--- config.mk ---
export PLATFORM = sky130hd
export DESIGN_NAME = md5_message_digest
export DESIGN_NICKNAME = d
export VERILOG_FILES = /design/src/hdl/md5_pkg.sv /design/src/hdl/md5_core.sv /design/src/hdl/md5_message_digest.sv
export SDC_FILE = /design/constraint.sdc
export NUM_CORES = 2
export LEC_CHECK = 0
export BUFFER_PORTS_ARGS = -buffer_cell sky130_fd_sc_hd__buf_2
export CELL_PAD_IN_SITES_DETAIL_PLACEMENT = 2
export CELL_PAD_IN_SITES_GLOBAL_PLACEMENT = 2
export CORE_AREA = 4 4 385 387
export CTS_BUF_LIST = sky130_fd_sc_hd__clkbuf_16
export DETAILED_ROUTE_END_ITERATION = 10
export DIE_AREA = 0 0 389 391
export GPL_ROUTABILITY_DRIVEN = 0
export GPL_TIMING_DRIVEN = 0
export PLACE_DENSITY = 0.83
export SETUP_SLACK_MARGIN = 0.1
export SYNTH_ARGS = -nofsm -noshare
export SYNTH_HDL_FRONTEND = slang
export SYNTH_SLANG_ARGS = --single-unit
--- constraint.sdc ---
create_clock -name clk -period 12.9 [get_ports clk]
set_clock_uncertainty 0.2 [all_clocks]
set_input_delay 2.58 -clock clk [delete_from_list [all_inputs] [get_ports clk]]
set_output_delay 2.58 -clock clk [all_outputs]
set_load 0.02 [all_outputs]
--- src/hdl/md5_pkg.sv ---
// md5_pkg: shared types, initial vector and round constants for the MD5 digest block.
// Used by md5_core and md5_message_digest; depends on nothing.
package md5_pkg;

    typedef logic [31:0] word_t;
    typedef logic [3:0][31:0] chain_t;

    // Control from the byte sequencer to the compression core
    typedef struct packed {
        logic        start;      // block complete, begin 64 rounds
        logic        reseed;     // return chaining words to the initial vector
        logic        word_we;    // write one assembled 32-bit word
        logic [3:0]  word_addr;
        logic [31:0] word_data;
    } core_ctrl_t;

    localparam chain_t INIT_CHAIN = {32'h10325476, 32'h98BADCFE, 32'hEFCDAB89, 32'h67452301};

    function automatic logic [31:0] sine_key(input logic [5:0] idx);
        logic [31:0] k;
        begin
            case (idx)
                6'd0:  k = 32'hD76AA478;  6'd1:  k = 32'hE8C7B756;
                6'd2:  k = 32'h242070DB;  6'd3:  k = 32'hC1BDCEEE;
                6'd4:  k = 32'hF57C0FAF;  6'd5:  k = 32'h4787C62A;
                6'd6:  k = 32'hA8304613;  6'd7:  k = 32'hFD469501;
                6'd8:  k = 32'h698098D8;  6'd9:  k = 32'h8B44F7AF;
                6'd10: k = 32'hFFFF5BB1;  6'd11: k = 32'h895CD7BE;
                6'd12: k = 32'h6B901122;  6'd13: k = 32'hFD987193;
                6'd14: k = 32'hA679438E;  6'd15: k = 32'h49B40821;
                6'd16: k = 32'hF61E2562;  6'd17: k = 32'hC040B340;
                6'd18: k = 32'h265E5A51;  6'd19: k = 32'hE9B6C7AA;
                6'd20: k = 32'hD62F105D;  6'd21: k = 32'h02441453;
                6'd22: k = 32'hD8A1E681;  6'd23: k = 32'hE7D3FBC8;
                6'd24: k = 32'h21E1CDE6;  6'd25: k = 32'hC33707D6;
                6'd26: k = 32'hF4D50D87;  6'd27: k = 32'h455A14ED;
                6'd28: k = 32'hA9E3E905;  6'd29: k = 32'hFCEFA3F8;
                6'd30: k = 32'h676F02D9;  6'd31: k = 32'h8D2A4C8A;
                6'd32: k = 32'hFFFA3942;  6'd33: k = 32'h8771F681;
                6'd34: k = 32'h6D9D6122;  6'd35: k = 32'hFDE5380C;
                6'd36: k = 32'hA4BEEA44;  6'd37: k = 32'h4BDECFA9;
                6'd38: k = 32'hF6BB4B60;  6'd39: k = 32'hBEBFBC70;
                6'd40: k = 32'h289B7EC6;  6'd41: k = 32'hEAA127FA;
                6'd42: k = 32'hD4EF3085;  6'd43: k = 32'h04881D05;
                6'd44: k = 32'hD9D4D039;  6'd45: k = 32'hE6DB99E5;
                6'd46: k = 32'h1FA27CF8;  6'd47: k = 32'hC4AC5665;
                6'd48: k = 32'hF4292244;  6'd49: k = 32'h432AFF97;
                6'd50: k = 32'hAB9423A7;  6'd51: k = 32'hFC93A039;
                6'd52: k = 32'h655B59C3;  6'd53: k = 32'h8F0CCC92;
                6'd54: k = 32'hFFEFF47D;  6'd55: k = 32'h85845DD1;
                6'd56: k = 32'h6FA87E4F;  6'd57: k = 32'hFE2CE6E0;
                6'd58: k = 32'hA3014314;  6'd59: k = 32'h4E0811A1;
                6'd60: k = 32'hF7537E82;  6'd61: k = 32'hBD3AF235;
                6'd62: k = 32'h2AD7D2BB;  default: k = 32'hEB86D391;
            endcase
            return k;
        end
    endfunction

    // Left-rotate amount: four per quarter, selected by round[5:4] and round[1:0]
    function automatic logic [4:0] rot_amount(input logic [5:0] idx);
        logic [4:0] r;
        begin
            case ({idx[5:4], idx[1:0]})
                4'h0: r = 5'd7;   4'h1: r = 5'd12;  4'h2: r = 5'd17;  4'h3: r = 5'd22;
                4'h4: r = 5'd5;   4'h5: r = 5'd9;   4'h6: r = 5'd14;  4'h7: r = 5'd20;
                4'h8: r = 5'd4;   4'h9: r = 5'd11;  4'hA: r = 5'd16;  4'hB: r = 5'd23;
                4'hC: r = 5'd6;   4'hD: r = 5'd10;  4'hE: r = 5'd15;  default: r = 5'd21;
            endcase
            return r;
        end
    endfunction

    // Message word index used by each round
    function automatic logic [3:0] word_index(input logic [5:0] idx);
        logic [3:0] g;
        begin
            case (idx[5:4])
                2'd0:    g = idx[3:0];
                2'd1:    g = 4'((idx[3:0] * 4'd5) + 4'd1);
                2'd2:    g = 4'((idx[3:0] * 4'd3) + 4'd5);
                default: g = 4'(idx[3:0] * 4'd7);
            endcase
            return g;
        end
    endfunction

endpackage

--- src/hdl/md5_core.sv ---
// md5_core: 16-word block memory and the MD5 round unit, one round per cycle.
// Holds the four chaining words. Depends on md5_pkg.
module md5_core (
    input  logic                clk,
    input  logic                rst_n,
    input  md5_pkg::core_ctrl_t ctrl,
    output logic                done,
    output md5_pkg::chain_t     chain
);

    localparam logic [5:0] LAST_ROUND = 6'd63;

    logic [31:0]     word_mem [16];
    md5_pkg::chain_t chain_reg;

    // fetch stage
    logic            fetch_on_reg;
    logic [5:0]      fetch_cnt_reg;
    // read stage
    logic            rd_v_reg;
    logic [31:0]     rd_data_reg;
    logic [5:0]      rd_idx_reg;
    // key add stage
    logic            kw_v_reg;
    logic [31:0]     kw_reg;
    logic [5:0]      kw_idx_reg;
    // round registers
    logic [31:0]     a_reg, b_reg, c_reg, d_reg;
    logic            fin_reg;

    logic [31:0]     f_val;
    logic [31:0]     t_sum;
    logic [63:0]     t_dbl;
    logic [31:0]     b_next;

    always_ff @(posedge clk)
    begin
        if (ctrl.word_we)
        begin
            word_mem[ctrl.word_addr] <= ctrl.word_data;
        end
        if (fetch_on_reg)
        begin
            rd_data_reg <= word_mem[md5_pkg::word_index(fetch_cnt_reg)];
        end
    end

    always_comb
    begin
        case (kw_idx_reg[5:4])
            2'd0:    f_val = (b_reg & c_reg) | (~b_reg & d_reg);
            2'd1:    f_val = (d_reg & b_reg) | (~d_reg & c_reg);
            2'd2:    f_val = b_reg ^ c_reg ^ d_reg;
            default: f_val = c_reg ^ (b_reg | ~d_reg);
        endcase
        t_sum  = f_val + a_reg + kw_reg;
        t_dbl  = {t_sum, t_sum} << md5_pkg::rot_amount(kw_idx_reg);
        b_next = b_reg + t_dbl[63:32];
    end

    always_ff @(posedge clk or negedge rst_n)
    begin
        if (!rst_n)
        begin
            fetch_on_reg  <= 1'b0;
            fetch_cnt_reg <= '0;
            rd_v_reg      <= 1'b0;
            kw_v_reg      <= 1'b0;
            fin_reg       <= 1'b0;
            chain_reg     <= md5_pkg::INIT_CHAIN;
        end
        else
        begin
            rd_v_reg <= fetch_on_reg;
            kw_v_reg <= rd_v_reg;
            fin_reg  <= kw_v_reg && (kw_idx_reg == LAST_ROUND);
            if (ctrl.start)
            begin
                fetch_on_reg  <= 1'b1;
                fetch_cnt_reg <= '0;
            end
            else if (fetch_on_reg)
            begin
                fetch_cnt_reg <= fetch_cnt_reg + 6'd1;
                if (fetch_cnt_reg == LAST_ROUND)
                begin
                    fetch_on_reg <= 1'b0;
                end
            end
            if (ctrl.reseed)
            begin
                chain_reg <= md5_pkg::INIT_CHAIN;
            end
            else if (fin_reg)
            begin
                chain_reg[0] <= chain_reg[0] + a_reg;
                chain_reg[1] <= chain_reg[1] + b_reg;
                chain_reg[2] <= chain_reg[2] + c_reg;
                chain_reg[3] <= chain_reg[3] + d_reg;
            end
        end
    end

    always_ff @(posedge clk)
    begin
        rd_idx_reg <= fetch_cnt_reg;
        kw_reg     <= rd_data_reg + md5_pkg::sine_key(rd_idx_reg);
        kw_idx_reg <= rd_idx_reg;
        if (ctrl.start)
        begin
            a_reg <= chain_reg[0];
            b_reg <= chain_reg[1];
            c_reg <= chain_reg[2];
            d_reg <= chain_reg[3];
        end
        else if (kw_v_reg)
        begin
            a_reg <= d_reg;
            d_reg <= c_reg;
            c_reg <= b_reg;
            b_reg <= b_next;
        end
    end

    assign done  = fin_reg;
    assign chain = chain_reg;

endmodule

--- src/hdl/md5_message_digest.sv ---
// md5_message_digest: top level of the MD5 digest block; byte sequencer, padding, output.
// Depends on md5_pkg and md5_core.
//
// Usage:
//   Input channel (in_valid / in_stall, payload action, data_byte): a word with
//   action 0 absorbs data_byte; action 1 finishes the message. Output channel
//   (out_valid / out_stall, payload digest_byte, last_digest_byte) carries the
//   16 digest bytes after a finish, chaining word 0 low byte first, with
//   last_digest_byte set on the sixteenth.
// Timing:
//   Every 64th byte starts a compression that holds in_stall high while it
//   runs: memory read and key add stages ahead of 64 rounds of the shared
//   round unit, then the chaining-word add. A finish feeds 0x80, zeros and
//   the 8 length bytes through the same byte path at one per cycle outside
//   compressions, runs one or two compressions, then presents the digest at
//   one byte per cycle while out_stall is low.
// Reset clears the sequencer, fill count and length and loads the initial
// vector. The block store is not cleared. While out_stall is high the current
// digest byte is held; after the last byte is taken the block reseeds itself
// and drops in_stall.
module md5_message_digest (
    input  logic       clk,
    input  logic       rst_n,
    input  logic       in_valid,
    output logic       in_stall,
    input  logic       action,
    input  logic [7:0] data_byte,
    output logic       out_valid,
    input  logic       out_stall,
    output logic [7:0] digest_byte,
    output logic       last_digest_byte
);

    // sequencer states
    localparam logic [1:0] S_IDLE = 2'd0;
    localparam logic [1:0] S_PAD  = 2'd1;
    localparam logic [1:0] S_COMP = 2'd2;
    localparam logic [1:0] S_EMIT = 2'd3;

    // padding phases
    localparam logic [1:0] PH_NONE = 2'd0;
    localparam logic [1:0] PH_MARK = 2'd1;
    localparam logic [1:0] PH_ZERO = 2'd2;
    localparam logic [1:0] PH_LEN  = 2'd3;

    localparam logic       ACT_ABSORB = 1'b0;
    localparam logic [7:0] PAD_MARK   = 8'h80;
    localparam logic [5:0] LEN_OFFSET = 6'd56;
    localparam logic [5:0] LAST_SLOT  = 6'd63;
    localparam logic [3:0] LAST_OUT   = 4'd15;

    logic [1:0]  state_reg, state_next;
    logic [1:0]  phase_reg, phase_next;
    logic [5:0]  fill_reg, fill_next;
    logic [23:0] acc_reg, acc_next;      // first three bytes of the current word
    logic [60:0] byte_cnt_reg, byte_cnt_next;
    logic [3:0]  out_cnt_reg, out_cnt_next;

    logic        abs_en;
    logic [7:0]  abs_byte;
    logic [63:0] bit_len;
    logic [7:0]  len_byte;

    md5_pkg::core_ctrl_t ctrl;
    md5_pkg::chain_t     chain;
    logic                core_done;

    md5_core u_core (
        .clk   (clk),
        .rst_n (rst_n),
        .ctrl  (ctrl),
        .done  (core_done),
        .chain (chain)
    );

    // message length in bits, little-endian byte picked by the block offset
    assign bit_len  = {byte_cnt_reg, 3'b000};
    assign len_byte = bit_len[{fill_reg[2:0], 3'b000} +: 8];

    always_comb
    begin
        state_next    = state_reg;
        phase_next    = phase_reg;
        fill_next     = fill_reg;
        acc_next      = acc_reg;
        byte_cnt_next = byte_cnt_reg;
        out_cnt_next  = out_cnt_reg;
        ctrl          = '0;
        abs_en        = 1'b0;
        abs_byte      = data_byte;

        unique case (state_reg)
            S_IDLE:
            begin
                if (in_valid)
                begin
                    if (action == ACT_ABSORB)
                    begin
                        abs_en        = 1'b1;
                        byte_cnt_next = byte_cnt_reg + 61'd1;
                    end
                    else
                    begin
                        state_next = S_PAD;
                        phase_next = PH_MARK;
                    end
                end
            end
            S_PAD:
            begin
                abs_en = 1'b1;
                case (phase_reg)
                    PH_MARK:
                    begin
                        abs_byte   = PAD_MARK;
                        phase_next = PH_ZERO;
                    end
                    PH_ZERO:
                    begin
                        if (fill_reg != LEN_OFFSET)
                        begin
                            abs_byte = 8'h00;
                        end
                        else
                        begin
                            abs_byte   = len_byte;
                            phase_next = PH_LEN;
                        end
                    end
                    default:
                    begin
                        abs_byte = len_byte;
                    end
                endcase
            end
            S_COMP:
            begin
                if (core_done)
                begin
                    if (phase_reg == PH_LEN)
                    begin
                        state_next   = S_EMIT;
                        out_cnt_next = '0;
                    end
                    else if (phase_reg == PH_NONE)
                    begin
                        state_next = S_IDLE;
                    end
                    else
                    begin
                        state_next = S_PAD;
                    end
                end
            end
            S_EMIT:
            begin
                if (!out_stall)
                begin
                    out_cnt_next = out_cnt_reg + 4'd1;
                    if (out_cnt_reg == LAST_OUT)
                    begin
                        state_next    = S_IDLE;
                        phase_next    = PH_NONE;
                        byte_cnt_next = '0;
                        ctrl.reseed   = 1'b1;
                    end
                end
            end
            default:
            begin
                state_next = S_IDLE;
            end
        endcase

        // shared byte path: pack little-endian, write each full word
        if (abs_en)
        begin
            fill_next = fill_reg + 6'd1;
            case (fill_reg[1:0])
                2'd0: acc_next[7:0]   = abs_byte;
                2'd1: acc_next[15:8]  = abs_byte;
                2'd2: acc_next[23:16] = abs_byte;
                default:
                begin
                    ctrl.word_we   = 1'b1;
                    ctrl.word_addr = fill_reg[5:2];
                    ctrl.word_data = {abs_byte, acc_reg};
                end
            endcase
            if (fill_reg == LAST_SLOT)
            begin
                ctrl.start = 1'b1;
                state_next = S_COMP;
            end
        end
    end

    always_ff @(posedge clk or negedge rst_n)
    begin
        if (!rst_n)
        begin
            state_reg    <= S_IDLE;
            phase_reg    <= PH_NONE;
            fill_reg     <= '0;
            byte_cnt_reg <= '0;
            out_cnt_reg  <= '0;
        end
        else
        begin
            state_reg    <= state_next;
            phase_reg    <= phase_next;
            fill_reg     <= fill_next;
            byte_cnt_reg <= byte_cnt_next;
            out_cnt_reg  <= out_cnt_next;
        end
    end

    always_ff @(posedge clk)
    begin
        acc_reg <= acc_next;
    end

    assign in_stall         = (state_reg != S_IDLE);
    assign out_valid        = (state_reg == S_EMIT);
    assign digest_byte      = chain[out_cnt_reg[3:2]][{out_cnt_reg[1:0], 3'b000} +: 8];
    assign last_digest_byte = (out_cnt_reg == LAST_OUT);

endmodule

==> Flow_metrics.wiki <==
{| class="wikitable"
! Metric !! Value
|-
| First-pass GRT wire length || 386000 um
|-
| Hold Worst Slack || ~140 ps
|-
| I/O Pins || 24
|-
| Cell at the root of the clock tree || sky130_fd_sc_hd__clkbuf_16
|-
| Violations in the final reports || max-capacitance violations, max-slew violations
|-
| Insertion delay to the later sink of the worst-skew pair || 820 ps
|-
| Y dimension of the die || just under 400 um
|-
| Min-delay worst type || register to register
|-
| DRT iter0 DRCs || between 6000 and 7000
|-
| Number of instances in the placed design || 7288
|-
| Die X || around 390 um
|-
| Overall global routing resource usage || 0.346
|-
| Total Power Consumption || between 10000 and 15000 uW
|-
| Max-slew headroom at the worst pin || -0.365
|-
| Overflow after GRT || 0
|-
| Crit path largest cell delay || ~770 ps
|-
| Cell count after synthesis || approximately 5300
|-
| WL met2 || 129000 um
|-
| Number of buffers added by the clock tree synthesis step || ~110
|-
| Initial antenna violation count || 16
|-
| Post-synthesis instance area || approximately 58000 um^2
|-
| First-pass iteration count of the detailed router || 6
|-
| Fraction of the yosys area taken by sequential cells || 0.484
|-
| Final sum of negative setup slack || 0 ps
|-
| Uppermost layer routed || met5
|-
| Top library cells by usage in the layout, fill and taps aside || 696 x sky130_fd_sc_hd__edfxtp_1, 634 x sky130_fd_sc_hd__nand2_1, 415 x sky130_fd_sc_hd__nor2_1, 382 x sky130_fd_sc_hd__a21oi_1, 273 x sky130_fd_sc_hd__o21ai_0
|-
| Unique masters post-synth || 86
|-
| Net count, final || just under 6000
|-
| Most common library cell in the layout ignoring fill and taps || sky130_fd_sc_hd__edfxtp_1
|-
| Via count of the routed design || ~50000
|-
| Routed length on met1 || 102000 um
|-
| Clock edge transition at the registers on the reported setup and hold paths || approximately 60 ps
|-
| Leakage || between 0.02 and 0.025 uW
|-
| Growth of design area from synthesis to finish || 12.1%
|-
| Initial cell density of the core || 0.398
|-
| H-tree levels || 3
|-
| Startpoint type of the worst setup path || register
|-
| Cell with the largest stage delay on the worst path || sky130_fd_sc_hd__clkdlybuf4s15_1
|-
| Synthesized Nets || roughly 5600
|-
| Largest net degree at the start of global routing || between 100 and 150
|-
| TritonCTS clock tree || yes
|-
| Number of rows created at floorplan || 140
|-
| Slew at the pin with the worst max-slew slack || between 2000 and 2500 ps
|-
| Critical path class || register to register
|-
| Final HPWL DP || 187000 um
|-
| Fraction of the cycle the final worst path needs || 0.943
|-
| Critical Path Sink Type || register
|-
| Reported max-cap violation count || 2
|-
| Post-CTS setup buffer count || 0
|-
| Final standard cell count with taps included and fillers excluded || about 7500
|-
| Final core utilization || 0.447
|-
| Data required time at the worst endpoint || roughly 13000 ps
|-
| Share of async-settable or async-resettable flops after synthesis || 0.215
|-
| Synth Warn # || 0
|-
| Achievable clock frequency || 0.0822 GHz
|-
| RSZ-0062 raised after global routing || false
|-
| Number of flip-flops under the largest register name || slightly above 500
|-
| Drc violations || 0
|-
| Endpoints failing setup || 0
|-
| Port Buf Inserts || 23
|-
| Via count of the first global-routing pass || between 50000 and 60000
|-
| Maximum buffer depth of the clock tree || 3
|-
| Count of flip-flops with a built-in enable after synthesis || approximately 700
|-
| Hold Violations, Final || 0
|-
| Fin crit period || about 12000 ps
|-
| IR drop worst, VDD || approximately 0.16 mV
|-
| Total die area || about 150000 um^2
|-
| DRT antenna net count || 0
|-
| Synthesized flop and latch total || between 900 and 1000
|-
| Sinks on the clock net || just under 1000
|-
| Fin. max-slew vios || 5
|-
| Fraction of layout instances using a drive strength above 1 || 0.101
|-
| Standard cell core area || roughly 140000 um^2
|-
| Pwr dens || around 230 nW/um^2
|-
| Total wire length || 279000 um
|-
| Met3 WL post-DR || approximately 23000 um
|-
| Most common flop cell mapped by yosys || sky130_fd_sc_hd__edfxtp_1
|-
| Data arrival, critical path || ~12000 ps
|-
| Vias per std cell || 6.72
|-
| Status || finished with violations
|-
| Largest fanout of any net on the critical path || 10
|-
| Mean cell area of the mapped netlist || 10.9 um^2
|-
| Wire length per cell after detailed routing || roughly 37 um
|}
==> worst max-delay path, delay by kind of cell (launching register included) <==
| kind | cells | cell delay, ps |
|---|---|---|
| buf+inv | 4 | 1780 |
| mux | 3 | 1160 |
| compound gates | 16 | 4820 |
| simple gates | 5 | 1410 |
| xor+xnor | 2 | 490 |
| flops | 1 | 590 |
| fa+ha+maj | 4 | 1390 |
==> per-stage QoR <==
stage / area [um^2] / setup slack (ps)
final: 64700 / 738
after CTS: 64600 / 493
after floorplan: 57700 / 4250
after global routing: 64700 / 329
after detailed placement: 61000 / 727
after global placement: 60200 / 1140
==> where the power goes <==
group / internal [uW] / switching [uW]
Sequential: 3980 / 268
Combinational: 2620 / 4550
Clock: 1830 / 1600
==> path summary, 6_finish.rpt <==
kind                                      start  cells past startpoint              endpoint  slack [ps]
max reg2reg                u_core.kw_idx_reg[4]                     34      u_core.b_reg[28]         740
max                        u_core.kw_idx_reg[4]                     34      u_core.b_reg[28]         740
max in group asynchronous                 rst_n                      2   u_core.fetch_on_reg       10040
min reg2reg                u_core.rd_idx_reg[3]                      0  u_core.kw_idx_reg[3]         140
min in group asynchronous                 rst_n                      1     u_core.chain[103]        1410
min                        u_core.rd_idx_reg[3]                      0  u_core.kw_idx_reg[3]         140
==> area by class of cell <==
type	instances	area (um^2)
Fill cell	14700	80200
Multi-Input combinational cell	3830	28000
Sequential cell	990	27900
Clock buffer	110	2750
Tap cell	1917	2400
Buffer	265	1010
Clock inverter	96	921
Inverter	222	833
Timing Repair Buffer	67	793
Antenna cell	8	20.0
==> cell usage after synthesis (32+ instances only) <==
master | instances | share of area
sky130_fd_sc_hd__a21oi_1 | 382 | 0.033
sky130_fd_sc_hd__o22ai_1 | 40 | 0.0043
sky130_fd_sc_hd__nor3_1 | 120 | 0.010
sky130_fd_sc_hd__dfrtp_1 | 149 | 0.065
sky130_fd_sc_hd__edfxtp_1 | 696 | 0.36
sky130_fd_sc_hd__mux4_2 | 192 | 0.075
sky130_fd_sc_hd__nand2b_1 | 55 | 0.0060
sky130_fd_sc_hd__nor2_1 | 424 | 0.028
sky130_fd_sc_hd__nor2b_1 | 132 | 0.014
sky130_fd_sc_hd__clkbuf_1 | 202 | 0.013
sky130_fd_sc_hd__buf_1 | 56 | 0.0036
sky130_fd_sc_hd__or3_1 | 35 | 0.0038
sky130_fd_sc_hd__o21ai_0 | 278 | 0.024
sky130_fd_sc_hd__inv_1 | 216 | 0.014
sky130_fd_sc_hd__dfxtp_1 | 81 | 0.028
sky130_fd_sc_hd__a211oi_1 | 80 | 0.010
sky130_fd_sc_hd__a31oi_1 | 33 | 0.0036
sky130_fd_sc_hd__o21a_1 | 35 | 0.0046
sky130_fd_sc_hd__xor2_1 | 137 | 0.021
sky130_fd_sc_hd__o211ai_1 | 37 | 0.0048
sky130_fd_sc_hd__nand2_1 | 634 | 0.041
sky130_fd_sc_hd__dfstp_2 | 64 | 0.029
sky130_fd_sc_hd__ha_1 | 260 | 0.056
sky130_fd_sc_hd__fa_1 | 40 | 0.014
sky130_fd_sc_hd__xnor2_1 | 141 | 0.021
sky130_fd_sc_hd__mux2i_1 | 152 | 0.026
sky130_fd_sc_hd__a21o_1 | 90 | 0.012
sky130_fd_sc_hd__nand3_1 | 99 | 0.0086
sky130_fd_sc_hd__and3_1 | 59 | 0.0064
sky130_fd_sc_hd__mux2_2 | 32 | 0.0062
sky130_fd_sc_hd__o31a_1 | 38 | 0.0058
==> cells by family (layout without fill, tap and decap cells) <==
kind of cell | Yosys count | after routing | share of synthesized area
AO/OA/AOI/OAI | 1205 | 1205 | 0.132
XOR/XNOR | 279 | 279 | 0.0426
adder cells (fa/ha/maj) | 300 | 300 | 0.0703
buffers and inverters | 487 | 760 | 0.0318
flip-flops | 990 | 990 | 0.484
multiplexers | 377 | 377 | 0.108
other | 0 | 8 | 0
AND/OR/NAND/NOR | 1669 | 1669 | 0.132
==> what timing repair did <==
item | CTS | global route
resized for setup | 0 | 6
setup endpoints to repair | 0 | 2
hold buffers | 0 | 0
==> metal layers <==
layer  up-vias  global-route usage
li1      19900                   -
met1     25900               0.404
met2      3399               0.574
met3      1262              0.0719
met4        20               0.237
met5         -                   0
Note: power is estimated with default switching activity, not from simulation.
